File: src/hdl/sqm_pkg.sv
// Shared types and constants for the SPI/SQI master shifter.
// Holds the item kinds, direction codes and the command and response item structs.
// No dependencies.
package sqm_pkg;

	localparam int WORD_BITS = 32;
	localparam int DEVICES   = 3;
	localparam int CNT_W     = $clog2(WORD_BITS + 1);
	localparam int DATA_W    = 32;
	localparam int LINES_W   = 4;
	localparam int SEL_W     = 3;
	localparam int NIB_W     = 4;
	localparam int MOSI_BIT  = 0;
	localparam int MISO_BIT  = 1;
	localparam int HOLD_BIT  = 3;

	localparam logic [LINES_W-1:0] LINES_RESET = 4'b1000;

	typedef enum logic [1:0] {
		KIND_SELECT   = 2'd0,
		KIND_DESELECT = 2'd1,
		KIND_LOAD     = 2'd2,
		KIND_TICK     = 2'd3
	} kind_t;

	localparam logic [1:0] DIR_WRITE = 2'd0;
	localparam logic [1:0] DIR_READ  = 2'd1;
	localparam logic [1:0] DIR_BOTH  = 2'd2;
	localparam logic [1:0] DIR_NONE  = 2'd3;

	typedef struct packed {
		kind_t               kind;
		logic [1:0]          device;
		logic                quad;
		logic [1:0]          direction;
		logic [DATA_W-1:0]   out_word;
		logic [5:0]          bit_count;
		logic [LINES_W-1:0]  lines_in;
	} cmd_t;

	typedef struct packed {
		logic [LINES_W-1:0]  lines_out;
		logic [SEL_W-1:0]    selects_n;
		logic                clock_pulse;
		logic                busy_res;
		logic                done_res;
		logic [DATA_W-1:0]   in_word;
		logic                status;
	} rsp_t;

endpackage

File: src/hdl/spi_quad_master_shifter.sv
// SPI/SQI master shifter: single-line SPI or four-line SQI with active-low selects.
// Command items come in on cmd (valid/ready) and one response item per command
// leaves on rsp (valid/ready), in order.
// Kinds: select and deselect a device, load a transfer of 1 to 32 bits, and
// tick, which issues one serial clock pulse and shifts one bit or one nibble.
// The tick that ends a transfer sets done_res and returns the read word.
// A command is registered in the input register on acceptance, and its response
// is registered in the response register when the update pass fires.
// Throughput: one item per cycle while the receiver takes responses, set by the
// single update pass between the input register and the response register.
// While the receiver stalls, the response register holds and the input register
// holds one more item; cmd_ready drops once both are full.
// Reset empties both registers, deselects all devices, drives the hold line high
// and leaves no transfer pending.
// Depends on sqm_pkg, sqm_in_reg and sqm_core.
module spi_quad_master_shifter (
	input  logic          clk,
	input  logic          arst_n,
	input  logic          cmd_valid,
	output logic          cmd_ready,
	input  sqm_pkg::cmd_t cmd,
	output logic          rsp_valid,
	input  logic          rsp_ready,
	output sqm_pkg::rsp_t rsp
);
	import sqm_pkg::*;

	logic advance;
	logic item_valid;
	logic fire;
	cmd_t item;
	rsp_t result;
	logic rsp_valid_q;
	rsp_t rsp_q;

	assign advance   = !rsp_valid_q || rsp_ready;
	assign fire      = item_valid && advance;
	assign rsp_valid = rsp_valid_q;
	assign rsp       = rsp_q;

	sqm_in_reg u_in_reg (
		.clk        (clk),
		.arst_n     (arst_n),
		.cmd_valid  (cmd_valid),
		.cmd_ready  (cmd_ready),
		.cmd        (cmd),
		.advance    (advance),
		.item_valid (item_valid),
		.item       (item)
	);

	sqm_core u_core (
		.clk    (clk),
		.arst_n (arst_n),
		.step   (fire),
		.item   (item),
		.result (result)
	);

	always_ff @(posedge clk or negedge arst_n) begin
		if (!arst_n) begin
			rsp_valid_q <= 1'b0;
		end else if (advance) begin
			rsp_valid_q <= item_valid;
		end
	end

	always_ff @(posedge clk) begin
		if (fire) begin
			rsp_q <= result;
		end
	end

endmodule

File: src/hdl/sqm_in_reg.sv
// Input register stage of the SPI/SQI master shifter.
// Captures one command item per cycle while the stage ahead advances.
// Depends on sqm_pkg.
module sqm_in_reg (
	input  logic          clk,
	input  logic          arst_n,
	input  logic          cmd_valid,
	output logic          cmd_ready,
	input  sqm_pkg::cmd_t cmd,
	input  logic          advance,
	output logic          item_valid,
	output sqm_pkg::cmd_t item
);
	import sqm_pkg::*;

	logic valid_s1;
	cmd_t cmd_s1;

	assign cmd_ready  = !valid_s1 || advance;
	assign item_valid = valid_s1;
	assign item       = cmd_s1;

	always_ff @(posedge clk or negedge arst_n) begin
		if (!arst_n) begin
			valid_s1 <= 1'b0;
		end else if (cmd_ready) begin
			valid_s1 <= cmd_valid;
		end
	end

	always_ff @(posedge clk) begin
		if (cmd_valid && cmd_ready) begin
			cmd_s1 <= cmd;
		end
	end

endmodule

File: src/hdl/sqm_core.sv
// Transfer state and per-item update logic of the SPI/SQI master shifter.
// Holds the shift registers, bit counter, line drive and chip selects.
// Depends on sqm_pkg.
module sqm_core (
	input  logic          clk,
	input  logic          arst_n,
	input  logic          step,
	input  sqm_pkg::cmd_t item,
	output sqm_pkg::rsp_t result
);
	import sqm_pkg::*;

	logic [WORD_BITS-1:0] shift_out_q, shift_out_d;
	logic [WORD_BITS-1:0] shift_in_q, shift_in_d;
	logic [CNT_W-1:0]     bits_left_q, bits_left_d;
	logic                 mode_quad_q, mode_quad_d;
	logic [1:0]           xfer_dir_q, xfer_dir_d;
	logic [LINES_W-1:0]   line_drive_q, line_drive_d;
	logic [DEVICES-1:0]   select_q, select_d;

	logic                 dev_ok;
	logic                 bad_load;
	logic                 writes;
	logic                 reads;
	logic [CNT_W-1:0]     quad_shift;
	logic [WORD_BITS-1:0] out_shifted;
	logic                 pulse;
	logic                 done;

	always_comb begin
		shift_out_d  = shift_out_q;
		shift_in_d   = shift_in_q;
		bits_left_d  = bits_left_q;
		mode_quad_d  = mode_quad_q;
		xfer_dir_d   = xfer_dir_q;
		line_drive_d = line_drive_q;
		select_d     = select_q;
		pulse        = 1'b0;
		done         = 1'b0;
		dev_ok       = int'(item.device) < DEVICES;
		writes       = (xfer_dir_q == DIR_WRITE) || (xfer_dir_q == DIR_BOTH);
		reads        = (xfer_dir_q == DIR_READ) || (xfer_dir_q == DIR_BOTH);
		quad_shift   = (bits_left_q >= CNT_W'(NIB_W)) ? bits_left_q - CNT_W'(NIB_W)
			: '0;
		out_shifted  = '0;
		bad_load     = (bits_left_q != '0) || (item.bit_count == '0) ||
			(int'(item.bit_count) > WORD_BITS) || (item.direction == DIR_NONE) ||
			(item.quad && ((item.bit_count[1:0] != 2'd0) || (item.direction == DIR_BOTH)));

		case (item.kind)
			KIND_SELECT: begin
				for (int i = 0; i < DEVICES; i++) begin
					if (int'(item.device) == i) begin
						select_d[i] = 1'b0;
					end
				end
				if (dev_ok && !item.quad && (item.device == 2'd1 || item.device == 2'd2)) begin
					line_drive_d[HOLD_BIT] = 1'b1;
				end
			end
			KIND_DESELECT: begin
				for (int i = 0; i < DEVICES; i++) begin
					if (int'(item.device) == i) begin
						select_d[i] = 1'b1;
					end
				end
			end
			KIND_LOAD: begin
				if (!bad_load) begin
					shift_out_d = WORD_BITS'(item.out_word);
					shift_in_d  = '0;
					bits_left_d = CNT_W'(item.bit_count);
					mode_quad_d = item.quad;
					xfer_dir_d  = item.direction;
				end
			end
			KIND_TICK: begin
				if (bits_left_q != '0) begin
					pulse = 1'b1;
					if (mode_quad_q) begin
						out_shifted = shift_out_q >> quad_shift;
						if (writes) begin
							line_drive_d = out_shifted[NIB_W-1:0];
						end
						if (reads) begin
							shift_in_d = {shift_in_q[WORD_BITS-NIB_W-1:0], item.lines_in};
						end
						bits_left_d = quad_shift;
					end else begin
						out_shifted = shift_out_q >> (bits_left_q - CNT_W'(1));
						if (writes) begin
							line_drive_d[MOSI_BIT] = out_shifted[0];
						end
						if (reads) begin
							shift_in_d = {shift_in_q[WORD_BITS-2:0], item.lines_in[MISO_BIT]};
						end
						bits_left_d = bits_left_q - CNT_W'(1);
					end
					if (bits_left_d == '0) begin
						done = 1'b1;
						if (xfer_dir_q == DIR_WRITE) begin
							if (mode_quad_q) begin
								line_drive_d = '0;
							end else begin
								line_drive_d[MOSI_BIT] = 1'b0;
							end
						end
					end
				end
			end
			default: begin
			end
		endcase

		result.lines_out   = line_drive_d;
		result.selects_n   = SEL_W'(select_d);
		result.clock_pulse = pulse;
		result.busy_res    = bits_left_d != '0;
		result.done_res    = done;
		result.in_word     = done ? DATA_W'(shift_in_d) : '0;
		result.status      = (item.kind == KIND_LOAD) && bad_load;
	end

	always_ff @(posedge clk or negedge arst_n) begin
		if (!arst_n) begin
			shift_out_q  <= '0;
			shift_in_q   <= '0;
			bits_left_q  <= '0;
			mode_quad_q  <= 1'b0;
			xfer_dir_q   <= DIR_WRITE;
			line_drive_q <= LINES_RESET;
			select_q     <= '1;
		end else if (step) begin
			shift_out_q  <= shift_out_d;
			shift_in_q   <= shift_in_d;
			bits_left_q  <= bits_left_d;
			mode_quad_q  <= mode_quad_d;
			xfer_dir_q   <= xfer_dir_d;
			line_drive_q <= line_drive_d;
			select_q     <= select_d;
		end
	end

endmodule

File: config.mk
export PLATFORM = sky130hd
export DESIGN_NAME = spi_quad_master_shifter
export DESIGN_NICKNAME = d
export VERILOG_FILES = /design/src/hdl/sqm_pkg.sv /design/src/hdl/spi_quad_master_shifter.sv /design/src/hdl/sqm_in_reg.sv /design/src/hdl/sqm_core.sv
export SDC_FILE = /design/constraint.sdc
export NUM_CORES = 1
export LEC_CHECK = 0
export CAP_MARGIN = 20
export CELL_PAD_IN_SITES_DETAIL_PLACEMENT = 0
export CELL_PAD_IN_SITES_GLOBAL_PLACEMENT = 1
export CORE_MARGIN = 2
export CORE_UTILIZATION = 53
export CTS_BUF_LIST = sky130_fd_sc_hd__clkbuf_4 sky130_fd_sc_hd__clkbuf_8
export CTS_CLUSTER_SIZE = 24
export DETAILED_ROUTE_END_ITERATION = 8
export DONT_BUFFER_PORTS = 1
export GPL_TIMING_DRIVEN = 0
export PLACE_DENSITY = 0.94
export SLEW_MARGIN = 5
export SYNTH_ARGS = -nofsm -noshare
export SYNTH_HDL_FRONTEND = slang
export SYNTH_HIERARCHICAL = 1
export SYNTH_SLANG_ARGS = --single-unit
export TNS_END_PERCENT = 1
File: constraint.sdc
create_clock -name clk -period 4.1 [get_ports clk]
set_input_delay 0 -clock clk [delete_from_list [all_inputs] [get_ports clk]]
set_output_delay 0 -clock clk [all_outputs]
set_load 0.03 [all_outputs]
==> summary.txt, run 1 <==
Timing
  – Max-slew violations: 0
  – Setup_tns: 0 ns
  – Fmax: approximately 260 MHz
  – RSZ-0062 raised after global routing: false
  – Final Worst Setup Slack: around 0.28 ns
  – Final hold vios: 0
  – Final setup vio count: 0
  – Period Utilization, post-route: 0.932
  – Max-slew headroom: 0.374
  – Slew of the pin with the lowest slew margin: 0.937 ns
  – Setup Skew: ~0.0096 ns
  – Minimum clock period: ~3.8 ns

Synth
  – Post-Synthesis Cell Area: approximately 0.0093 mm^2
  – Synth async-reset ratio: 0.471
  – Gate Count Post-Synth: between 700 and 800
  – Yosys warnings: 6
  – Number of synthesized flops with an enable pin: 92
  – Primary FF master, synth: edfxtp_1
  – Synth top area share: 0.297
  – Top post-synthesis cells by area: edfxtp_1 (30%), dfrtp_1 (21%), mux2i_1 (6.2%), nor2_1 (5.0%), mux2_4 (4.8%)
  – Syn_area_per_cell: approximately 12 um^2
  – FF+latch count, synth: around 170
  – Synth cell types: 75
  – Yosys top cell by area: edfxtp_1
  – Syn Nets: between 800 and 900
  – Post-synthesis sequential area ratio: 0.518

Clock network
  – CTS tree: done
  – CTS Sinks: between 150 and 200
  – Clk Latency, worst-skew pair: roughly 0.46 ns
  – CTS resizes: 0
  – Total CTS buffers: 17
  – Clk root buf: clkbuf_8
  – Postcts setup bufs: 0
  – H-tree lvl count: 4
  – Clock Path Buffers: 2
  – Hold buffer count at CTS: 54
  – Worst-path clk slew: 0.09 ns

Critical path
  – Crit-path max cell delay: between 0.7 and 0.8 ns
  – CP arrival: 4.23 ns
  – CP max-delay cell: o311ai_0
  – Cell mode on critical path: buf_2
  – Worst path bufs/invs: 5
  – Levels on crit path: 13
  – Reg2reg setup slack: approximately 0.28 ns
  – Req. time, crit path: 4.51 ns
  – Crit-path leading delay family: compound AO/OA/AOI/OAI gates
  – Critical R2R Launch: u_core/bits_left_q[2]$_DFFE_PN0P_
  – Critical path capture point type: flop
  – Largest fanout on the critical path: 10
  – Worst reg2reg path depth: 13
  – Startpoint types: flop
  – Worst r2r dst: u_core/line_drive_q[3]$_DFFE_PN1P_
  – Crit Path Category: reg2reg
  – Crit path cell chain: buf_2 > clkinv_1 > ha_1 > nor2b_1 > clkbuf_2 > buf_6 > nand2_1 > buf_2 > nor2_1 > o311ai_0 > o2111ai_1 > o21ai_1 > mux2_2

Route
  – DR vias: between 6000 and 7000
  – Remaining antenna violation count: 0
  – Via-per-instance ratio: 6.13
  – Initial DRC count: 550
  – DRC: 0
  – DRT Pass-1 Iters: 5
  – WL final: about 23000 um
  – Wire per inst: 20.7 um

Global route
  – Gr ovfl total: 0
  – Vias in the first global route: between 6000 and 7000
  – Total track usage: 0.253
  – Antenna violations before repair: 0
  – Largest net degree at the start of global routing: between 80 and 90
  – First-pass GRT wire length: between 30000 and 40000 um

Placement
  – Pre-CTS WS: about 0.48 ns
  – Area after DPL: approximately 0.0096 mm^2
  – Post-DP HPWL: 15300 um
  – Final Wtd Congestion: 0.995
  – # port buffers: 0

Status
  – Status: finished, final reports clean

Power and ir drop
  – Sw Share: 0.354
  – Maximum VDD drop: around 0.35 mV
  – Int Power: 3.34 mW
  – Net switching power: between 1.5 and 2 mW
  – Leakage power total: roughly 4.2 nW
  – Total chip power: a little over 5 mW
  – Sequential Power Share: 0.450
  – Pwr Density: between 400 and 500 mW/mm^2
  – Clk pwr share: 0.246
  – Logic pwr share: 0.304

Cells and area
  – N_diodes: 0
  – Final instance area: between 0.01 and 0.015 mm^2
  – Share of cells above drive strength 1: 0.212
  – NumNets Final: 930
  – Area growth from synthesis to layout: 13.6%

Die
  – # IOs: a little under 100
  – Row count: 48
  – DIE HEIGHT: 136 um
  – Die width: around 140 um
  – Initial Util: 0.540
  – CORE AREA: 0.0172 mm^2
  – Die area: between 0.015 and 0.02 mm^2

Flow run
  – Total of max-cap violations: 0

Min path
  – Worst Hold Class: in2async
-- power groups by stage --
| stage | logic, mW | clock network, mW | registers [mW] |
|---|---|---|---|
| after global routing | 1.69 | 1.36 | 2.35 |
| after floorplan | 1.11 | 0 | 2.30 |
| after detailed placement | 1.46 | 0 | 2.36 |
| after global placement | 1.45 | 0 | 2.35 |
| after CTS | 1.53 | 1.30 | 2.32 |
| final | 1.57 | 1.27 | 2.33 |
-- registers in the layout (all words and copies together) (netlist names) --
register and count:
u_in_reg/item 49, u_core/xfer_dir_q 2, rsp 43, u_core/mode_quad_q 1
u_core/bits_left_q 6, rsp_valid 1, u_core/shift_in_q 32, u_core/line_drive_q 4
u_in_reg/item_valid 1, u_core/shift_out_q 32, u_core/select_q 3
-- cells in the mapped netlist (all sizes together), types with 3 or more instances --
cell type  count
a211o          6
a211oi         8
a21o           6
a21oi         95
a221oi         5
a222oi         3
a22o           5
a311oi         4
and2           4
and3           3
buf           31
clkbuf        21
dfrtp         78
dfstp          4
edfxtp        92
ha            14
inv           14
mux2          47
mux2i         58
mux4          13
nand2         34
nand2b        12
nand3         10
nor2         127
nor2b          3
nor3          13
nor4           5
o2111ai        3
o21a           4
o21ai         21
o221ai         7
o22ai          6
o311ai         3
or2            3
xnor2          3
-- worst max path at each step --
stage	slack [ns]	to	startpoint
after floorplan	1.13	rsp[39]$_DFFE_PP_	u_core/bits_left_q[0]$_DFFE_PN0P_
after global placement	0.49	u_core/line_drive_q[3]$_DFFE_PN1P_	u_core/bits_left_q[2]$_DFFE_PN0P_
after detailed placement	0.48	rsp[33]$_DFFE_PP_	u_core/bits_left_q[2]$_DFFE_PN0P_
after CTS	0.46	rsp[33]$_DFFE_PP_	u_core/bits_left_q[2]$_DFFE_PN0P_
after global routing	0.16	rsp[33]$_DFFE_PP_	u_core/bits_left_q[2]$_DFFE_PN0P_
final	0.28	u_core/line_drive_q[3]$_DFFE_PN1P_	u_core/bits_left_q[2]$_DFFE_PN0P_
-- cells by family (layout without fill, tap and decap cells) --
family | Yosys count | in the layout | synth area share
buffers and inverters | 67 | 153 | 0.0373
AOI/OAI and AO/OA | 190 | 190 | 0.146
DFF | 174 | 174 | 0.518
xor gates and xnor gates | 5 | 5 | 0.00471
and+or+nand+nor | 222 | 222 | 0.113
muxes | 118 | 118 | 0.163
adders and majority gates | 14 | 14 | 0.0188
-- metrics by stage --
stage | instances | utilization | hold slack, ns
3_3_place_gp | 1015 | 0.556 | -0.293
5_1_grt | 1101 | 0.613 | 0.0948
6_report | 1101 | 0.613 | 0.0782
3_5_place_dp | 1015 | 0.556 | -0.293
2_1_floorplan | 790 | - | -0.296
4_1_cts | 1101 | 0.613 | 0.0843
-- metal layers --
metal	track usage	wire, um
met5	0	0
met4	0.0943	659
met2	0.401	10700
met1	0.345	9650
met3	0.0519	1700
-- cells in the final DEF, fill, tap and decap left out, types with 11 or more instances in the layout --
cell	synthesis	layout
buf_2	18	18
dlygate4sd3_1	0	53
nand2_1	33	33
a21oi_2	32	32
nor2_1	125	125
o21ai_0	14	14
a21oi_1	62	62
dfrtp_1	78	78
nor3_1	11	11
clkbuf_8	0	19
inv_1	11	11
mux4_2	13	13
ha_1	14	14
mux2_2	17	17
mux2_4	30	30
mux2i_1	58	58
clkbuf_1	20	20
edfxtp_1	92	92
-- area by class of cell --
class                           instances  area [um^2]
Clock buffer                           23          292
Fill cell                            1384         6670
Inverter                               15         56.3
Timing Repair Buffer                   54          558
Buffer                                 52          290
Clock inverter                          9          135
Multi-Input combinational cell        549         4140
Sequential cell                       174         4820
Tap cell                              225          282
No activity file was read; power rests on OpenSTA's default activity.
==> inputs of run 2 (changes only) <==
--- a/config.mk
+++ b/config.mk
@@ -6,7 +6,7 @@
 export NUM_CORES = 1
 export LEC_CHECK = 0
 export CAP_MARGIN = 20
-export CELL_PAD_IN_SITES_DETAIL_PLACEMENT = 0
+export CELL_PAD_IN_SITES_DETAIL_PLACEMENT = 1
 export CELL_PAD_IN_SITES_GLOBAL_PLACEMENT = 1
 export CORE_MARGIN = 2
 export CORE_UTILIZATION = 53
==> summary.txt, run 2 (same netlist as run 1, synthesis figures left out) <==
Timing
  – Setup_tns: 0 ns (unchanged)
  – Setup Skew: 0.0114 ns (+0.00186 ns)
  – Fmax: 255 MHz (-2.5%)
  – Period Utilization, post-route: 0.956 (+0.0236)
  – RSZ-0062 raised after global routing: false
  – Final setup vio count: 0 (unchanged)
  – Minimum clock period: 3.92 ns (+0.0968 ns)
  – Final hold vios: 0 (unchanged)
  – Max-slew headroom: 0.343 (-0.0310)
  – Max-slew violations: 0 (unchanged)
  – Slew of the pin with the lowest slew margin: 0.984 ns (+0.0465 ns)

Clock network
  – CTS Sinks: 174 (unchanged)
  – Clk Latency, worst-skew pair: 0.47 ns (about the same)
  – Clock Path Buffers: 2 (unchanged)
  – Postcts setup bufs: 0 (unchanged)
  – CTS tree: done
  – H-tree lvl count: 4 (unchanged)
  – CTS resizes: 0 (unchanged)
  – Clk root buf: clkbuf_8
  – Hold buffer count at CTS: 54 (unchanged)
  – Total CTS buffers: 17 (unchanged)
  – Worst-path clk slew: 0.10 ns (about the same)

Die
  – Row count: 48 (unchanged)
  – CORE AREA: 0.0172 mm^2 (unchanged)
  – Die width: 136 um (unchanged)
  – DIE HEIGHT: 136 um (unchanged)
  – Initial Util: 0.540 (unchanged)
  – # IOs: 98 (unchanged)
  – Die area: 0.0186 mm^2 (unchanged)

Critical path
  – Req. time, crit path: 4.51 ns (about the same)
  – Crit path capture: u_core/line_drive_q[1]$_DFFE_PN0P_
  – Startpoint types: flop
  – CP arrival: 4.32 ns (+0.09 ns)
  – Crit-path max cell delay: 0.67 ns (-0.09 ns)
  – Worst reg2reg path depth: 12 (-1)
  – Crit path cell chain: buf_2 > clkinv_1 > ha_1 > nor2b_1 > clkbuf_2 > buf_6 > a21oi_1 > mux2i_1 > o2111ai_1 > nand3_1 > nor4_1 > a22o_1
  – Worst path bufs/invs: 4 (-1)
  – Levels on crit path: 12 (-1)
  – Worst r2r dst: u_core/line_drive_q[1]$_DFFE_PN0P_
  – Crit-path leading delay family: simple AND/OR/NAND/NOR gates
  – Reg2reg setup slack: 0.18 ns (-0.10 ns)
  – Critical path capture point type: flop
  – Crit Path Category: reg2reg
  – Largest fanout on the critical path: 10 (unchanged)
  – CP max-delay cell: nor4_1
  – Critical R2R Launch: u_core/bits_left_q[2]$_DFFE_PN0P_
  – Setup crit start: u_core/bits_left_q[2]$_DFFE_PN0P_

Power and ir drop
  – Leakage power total: 4.16 nW (-0.23%)
  – Pwr Density: 502 mW/mm^2 (+2.6%)
  – Net switching power: 2.06 mW (+12%)
  – Logic pwr share: 0.317 (+0.013)
  – Sequential Power Share: 0.445 (-0.005)
  – Maximum VDD drop: 0.255 mV (-27%)
  – Int Power: 3.24 mW (-2.9%)
  – Clk pwr share: 0.239 (-0.007)
  – Sw Share: 0.388 (+0.0343)

Global route
  – Vias in the first global route: 7839 (+20%)
  – First-pass GRT wire length: 45200 um (+26%)
  – Total track usage: 0.326 (+0.0735)
  – Largest net degree at the start of global routing: 83 (unchanged)
  – Antenna violations before repair: 0 (unchanged)
  – Gr ovfl total: 0 (unchanged)

Placement
  – Placed Cells: 1015 (unchanged)
  – Post-DP HPWL: 18700 um (+22%)
  – # port buffers: 0 (unchanged)
  – Final Wtd Congestion: 0.995 (unchanged)

Cells and area
  – NumNets Final: 930 (unchanged)
  – Area growth from synthesis to layout: 13.5%
  – Fillcell total: 1776 (+28%)
  – Most frequent cells in the layout: nor2_1 (125), edfxtp_1 (92), dfrtp_1 (78)
  – Largest register FFs: 49 (unchanged)
  – N_diodes: 0 (unchanged)
  – Final cell count without fillers: 1101 (unchanged)
  – Most common cell after layout, fill and taps aside: nor2_1
  – Share of cells above drive strength 1: 0.212 (unchanged)

Route
  – DR vias: 7259 (+7.6%)
  – Via-per-instance ratio: 6.59 (+7.6%)
  – Remaining antenna violation count: 0 (unchanged)
  – DRC: 0 (unchanged)
  – Initial DRC count: 767 (+39%)
  – Wire per inst: 26.5 um (+28%)
  – DRT Pass-1 Iters: 5 (unchanged)
  – WL final: 29200 um (+28%)

Min path
  – Worst Hold Class: in2async

Flow run
  – Total of max-cap violations: 0 (unchanged)

Status
  – Status: finished, final reports clean
run 2: worst min path at each step:
| stage | slack, ns | endpoint |
|---|---|---|
| floorplan | -0.30 | rsp_valid$_DFFE_PN0P_ |
| global placement | -0.29 | u_core/shift_out_q[2]$_DFFE_PN0P_ |
| detailed placement | -0.29 | u_core/shift_out_q[14]$_DFFE_PN0P_ |
| CTS | 0.08 | u_core/shift_out_q[2]$_DFFE_PN0P_ |
| global route | 0.08 | u_core/shift_out_q[2]$_DFFE_PN0P_ |
| finish | 0.07 | u_core/shift_out_q[2]$_DFFE_PN0P_ |
run 2: power groups by stage:
stage | Combinational [mW] | Sequential [mW] | Clock, mW
after global placement | 1.45 | 2.35 | 0
final | 1.68 | 2.36 | 1.26
after detailed placement | 1.52 | 2.38 | 0
after floorplan | 1.11 | 2.30 | 0
after global routing | 1.77 | 2.37 | 1.35
after CTS | 1.60 | 2.35 | 1.28
run 2: final cells by class:
cell class,count,area [um^2],area share
sequential,174,4820,0.457
multi-input combinational,549,4140,0.392
timing repair buffer,54,558,0.0529
buffer,52,290,0.0275
tap,225,282,0.0267
clock buffer,17,234,0.0222
clock inverter,15,179,0.0169
inverter,15,56.3,0.00533
run 2: routing by layer:
| metal | wire length, um | share of wire | global-route usage |
|---|---|---|---|
| met1 | 10800 | 0.37 | 0.391 |
| met2 | 15200 | 0.52 | 0.566 |
| met3 | 2190 | 0.075 | 0.0741 |
| met4 | 1010 | 0.034 | 0.137 |
| met5 | 0 | 0 | 0 |
run 2: worst register-to-register path: cells and delay by family (launching register included):
family / cells / cell delay, ns
multiplexers: 1 / 0.20
AO/OA/AOI/OAI: 3 / 0.92
AND/OR/NAND/NOR: 3 / 1.03
adder cells (fa/ha/maj): 1 / 0.43
flip-flops: 1 / 0.36
buffers and inverters: 4 / 0.93
run 2: metrics by stage:
step	area (um^2)	hold WS, ns	total power, mW	util	worst slack, ns
global placement	9590	-0.293	3.80	0.556	0.489
detailed placement	9590	-0.294	3.90	0.556	0.397
floorplan	9300	-0.296	3.41	-	1.13
global route	10600	0.0837	5.49	0.612	0.119
CTS	10600	0.0825	5.22	0.612	0.400
finish	10600	0.0703	5.30	0.612	0.182
